--- src/rtl/tesp_ram.sv ---
// ----------------------------------------------------------------------------
// Generic RAM
// One write port and one read port with registered read data.
// ----------------------------------------------------------------------------
`default_nettype none
module tesp_ram #(
	parameter int WIDTH = 8,
	parameter int DEPTH = 16
) (
	input  wire logic                     clk,
	input  wire logic                     we,
	input  wire logic [$clog2(DEPTH)-1:0] waddr,
	input  wire logic [WIDTH-1:0]         wdata,
	input  wire logic [$clog2(DEPTH)-1:0] raddr,
	output logic      [WIDTH-1:0]         rdata
);
	logic [WIDTH-1:0] mem [DEPTH];

	always_ff @(posedge clk) begin
		if (we) begin
			mem[waddr] <= wdata;
		end
		rdata <= mem[raddr];
	end
endmodule
`default_nettype wire

--- config.mk ---
export PLATFORM = sky130hd
export DESIGN_NAME = tesp_ram
export DESIGN_NICKNAME = d
export VERILOG_FILES = /design/src/rtl/tesp_ram.sv
export SDC_FILE = /design/constraint.sdc
export NUM_CORES = 1
export LEC_CHECK = 0
export BUFFER_PORTS_ARGS = -buffer_cell sky130_fd_sc_hd__buf_2
export CORE_MARGIN = 2
export CORE_UTILIZATION = 45
export CTS_CLUSTER_DIAMETER = 200
export CTS_CLUSTER_SIZE = 40
export DETAILED_ROUTE_END_ITERATION = 6
export PLACE_DENSITY = 0.73
export SYNTH_ARGS = -nofsm -noshare
export SYNTH_HDL_FRONTEND = slang
export SYNTH_SLANG_ARGS = --single-unit
--- constraint.sdc ---
create_clock -name clk -period 2.2 [get_ports clk]
set_input_delay 0.11 -clock clk [delete_from_list [all_inputs] [get_ports clk]]
set_output_delay 0.11 -clock clk [all_outputs]
set_load 0.02 [all_outputs]
# Word-level counts from Yosys, hierarchy flattened
# Memory sizes are Yosys's and may differ from the RTL's. A register that Yosys moved wholly into a read port is not among the register bits.
# Index checks and enable logic that the tools add are counted.
# op_classes
mux	2
# ops
op	n
$mux W1	2
# word_totals
ram_bits	128
out_inout_bits	8
memories	1
ff_bits	0
# memory_table
memory	depth	width	read_ports	rd_clocked_by_memory_dff	write_ports	line_no	rtl
mem	16	8	1	1	1	17	logic [WIDTH-1:0] mem [DEPTH];

# Longest topological paths before layout
# logic_depth
word_depth	2
mapped_depth	5
ltp_nobuf	3

# Worst setup path after synthesis
# No wires, ideal clock.
# synth_timing
kind	input to register
start	input waddr[2]
end	memory mem[0][0] (enable)
cell_stages	2
required_ns	1.817
slack_ns	0.597
arrival_time_ns	1.220
cell_sequence	or3b_2 > nor3_1
# synth_rtl
element	line_no	rtl
start: declaration	12	input wire logic [$clog2(DEPTH)-1:0] waddr,
end: declaration	17	
# Straight into the memory's write port.

==> impl_metrics.py <==
metrics = {
    "synthesis": {
        "yosysSeqAreaShare": 0.778,
        "synth_top_area_cell": "edfxtp_1",
        "synthCells": 229,
        "synth_top_area_share": 0.747,
        "synth_compound_area_frac": 0.0233,
        "synth_area_leaders": "edfxtp_1, mux4_2, mux4_1",
        "synth_xor_area_frac": 0,
        "synth_adder_area_share": 0,
        "syn_avg_cell_area_sq_um": 22.5,
        "yosysWarnings": 0,
        "synth.distinct_cells": 19,
        "synth.area.mux_share": 0.150,
        "synth_seq_cells": 136,
        "synthesis.nets": 247,
        "netlist_area_sq_mm": 0.00515,
        "synth-simple-area-share": 0.0318,
        "synth_top_family_by_area": "multiplexers",
    },
    "critical_path": {
        "worstPathMaxFanout": 1,
        "setup.worst_path.end": "rdata[0]$_DFF_P_",
        "path_class": "flip-flop to flip-flop",
        "reg2reg_depth": 3,
        "cp.arrival_ns": 1.70,
        "endpoint_kind": "flip-flop",
        "required_ns": 2.50,
        "rrSetupSlack_ns": 0.80,
        "timing.rr.end": "rdata[0]$_DFF_P_",
        "reg2reg_from": "mem[5][0]$_DFFE_PP_",
        "startpoint_type": "flip-flop",
        "critPathLaunch": "mem[5][0]$_DFFE_PP_",
    },
    "sta": {
        "tightest_slew_ns": 0.863,
        "min_period_over_period": 0.634,
        "relSlewSlack": 0.424,
        "finalCriticalPeriod_ns": 1.40,
        "setup_violations": 0,
        "final_hold_viol_count": 0,
        "skew_ns": 0.00422,
        "fin_tns_setup_ns": 0,
        "max_freq_mhz": 717,
        "drv_slew": 0,
        "rsz0062_at_grt": "no",
    },
    "outcome": {
        "status": "completed",
    },
    "floorplanning": {
        "start_util": 0.457,
        "die-area_sq_mm": 0.0123,
        "die_h_um": 111,
        "row_count": 39,
        "ios": 26,
        "design.core.area_sq_mm": 0.0113,
        "dieWidth_um": 111,
    },
    "global_routing": {
        "grt_max_degree": 33,
        "grt_first_pass_wirelength_um": 16100,
        "globalRouteOverflowTotal": 0,
        "grt_pass1_vias": 2621,
        "grt_usage": 0.186,
        "antenna_found_initial": 0,
    },
    "clocking": {
        "cts_tree": "built",
        "cts_inserted_buffers": 17,
        "cts_setup_buffers": 0,
        "insertion_delay_ns": 0.41,
        "cts-root-buf": "clkbuf_16",
        "h-tree-depth": 4,
        "ctsResizeCount": 0,
        "cts.clk_slew.worst_paths_ns": 0.06,
        "cts.path.max_buffers": 2,
        "clock_sinks": 136,
        "cts_hold_buf": 0,
    },
    "placement": {
        "routabilityCongestion": 0.768,
        "io_buffers": 25,
        "dpl.hpwl_um": 6160,
    },
    "cells_and_area": {
        "fill_cells": 802,
        "insertedDiodeCount": 0,
        "utilization": 0.552,
        "nets": 300,
        "area_growth_pct": 21.0,
        "drive_gt1_frac": 0.315,
    },
    "detailed_routing": {
        "drcViolationCount": 0,
        "wl_per_cell_um": 24.2,
        "ant_nets": 0,
        "wirelength_um": 10600,
        "dr.first_iter.drc_count": 239,
        "dr.pass1.iters": 5,
        "vias": 2493,
        "via_per_inst": 5.69,
    },
    "power_and_ir_drop": {
        "powerDensity_mw_per_mm2": 1060,
        "irDropWorstVdd_uv": 563,
        "leakage_uw": 0.00214,
    },
    "worst_hold_path": {
        "hp-class": "primary input to flip-flop",
        "hold_depth": 1,
    },
    "run": {
        "cap_violations": 0,
    },
}
-- area by class of cell --
class | instances | area (sq um) | area share
well taps | 143 | 179 | 0.0287
repair buffers | 44 | 280 | 0.0450
multi-input cells | 83 | 1060 | 0.170
flip-flops and latches | 136 | 4000 | 0.643
clock buffers | 19 | 433 | 0.0695
clock inverters | 13 | 274 | 0.0440
-- Yosys cell counts (all sizes together) --
| cell | n |
|---|---|
| edfxtp | 128 |
| and2 | 1 |
| nor3 | 4 |
| a22oi | 16 |
| nand3b | 2 |
| dfxtp | 8 |
| or3b | 1 |
| nand2b | 2 |
| nand2 | 9 |
| nor2b | 1 |
| and2b | 1 |
| clkdlybuf4s25 | 3 |
| mux4 | 32 |
| nor2 | 13 |
| nand3 | 1 |
| buf | 7 |
-- critical path, cell delays in order, from the launching register on --
cell	delay, ns
edfxtp_1	0.36
mux4_1	0.58
a22oi_1	0.27
nand2_1	0.08
-- power by group --
part / internal (uW) / switching [uW]
Clock: 2350 / 1020
Combinational: 114 / 175
Sequential: 2900 / 19.0
-- state kept, by name (all words and copies together) (netlist names) --
register	cells
mem	128
rdata	8
-- cells by family (layout without fill, tap and decap cells) --
family | count (synthesis) | in the layout
simple gates | 35 | 35
compound gates | 16 | 16
flops | 136 | 136
buf+inv | 10 | 76
mux | 32 | 32
-- routing by layer --
layer / GRT usage / vias up / part of all wire
li1: - / 1075 / -
met1: 0.235 / 1267 / 0.40
met2: 0.292 / 135 / 0.49
met3: 0.0722 / 16 / 0.096
met4: 0.0725 / 0 / 0.019
met5: 0 / - / 0
-- through the flow --
stage          instances  instance area (sq um)  hold WS [ns]  total power [uW]  worst slack [ns]
3_3_place_gp         406                   5520         0.503              3250             0.612
3_5_place_dp         406                   5520         0.519              3250             0.613
2_1_floorplan        229                   5150         0.209              3130             0.597
4_1_cts              438                   6230        0.0764              6610             0.776
5_1_grt              438                   6230        0.0859              6750             0.735
6_report             438                   6230        0.0871              6570             0.805
-- worst min-delay path by stage --
stage	to	start
after global placement	mem[6][1]$_DFFE_PP_	wdata[1]
after CTS	mem[12][3]$_DFFE_PP_	wdata[3]
final	mem[12][7]$_DFFE_PP_	wdata[7]
after floorplan	mem[0][0]$_DFFE_PP_	wdata[0]
after detailed placement	mem[8][3]$_DFFE_PP_	wdata[3]
after global routing	mem[1][2]$_DFFE_PP_	wdata[2]
-- placed cells by master (no fill, tap or decap), types with 2 or more instances in the layout --
cell type and instances:
buf_2 25, dfxtp_1 8, nand2b_1 2, clkinvlp_4 2
clkinv_2 2, clkbuf_16 17, mux4_1 14, mux4_2 18
nor2_1 13, edfxtp_1 128, nand2_1 9, nand3b_1 2
a22oi_1 16, bufinv_16 8, buf_4 18, nor3_1 4
clkbuf_1 2
Power figures use the tool's default switching activity.
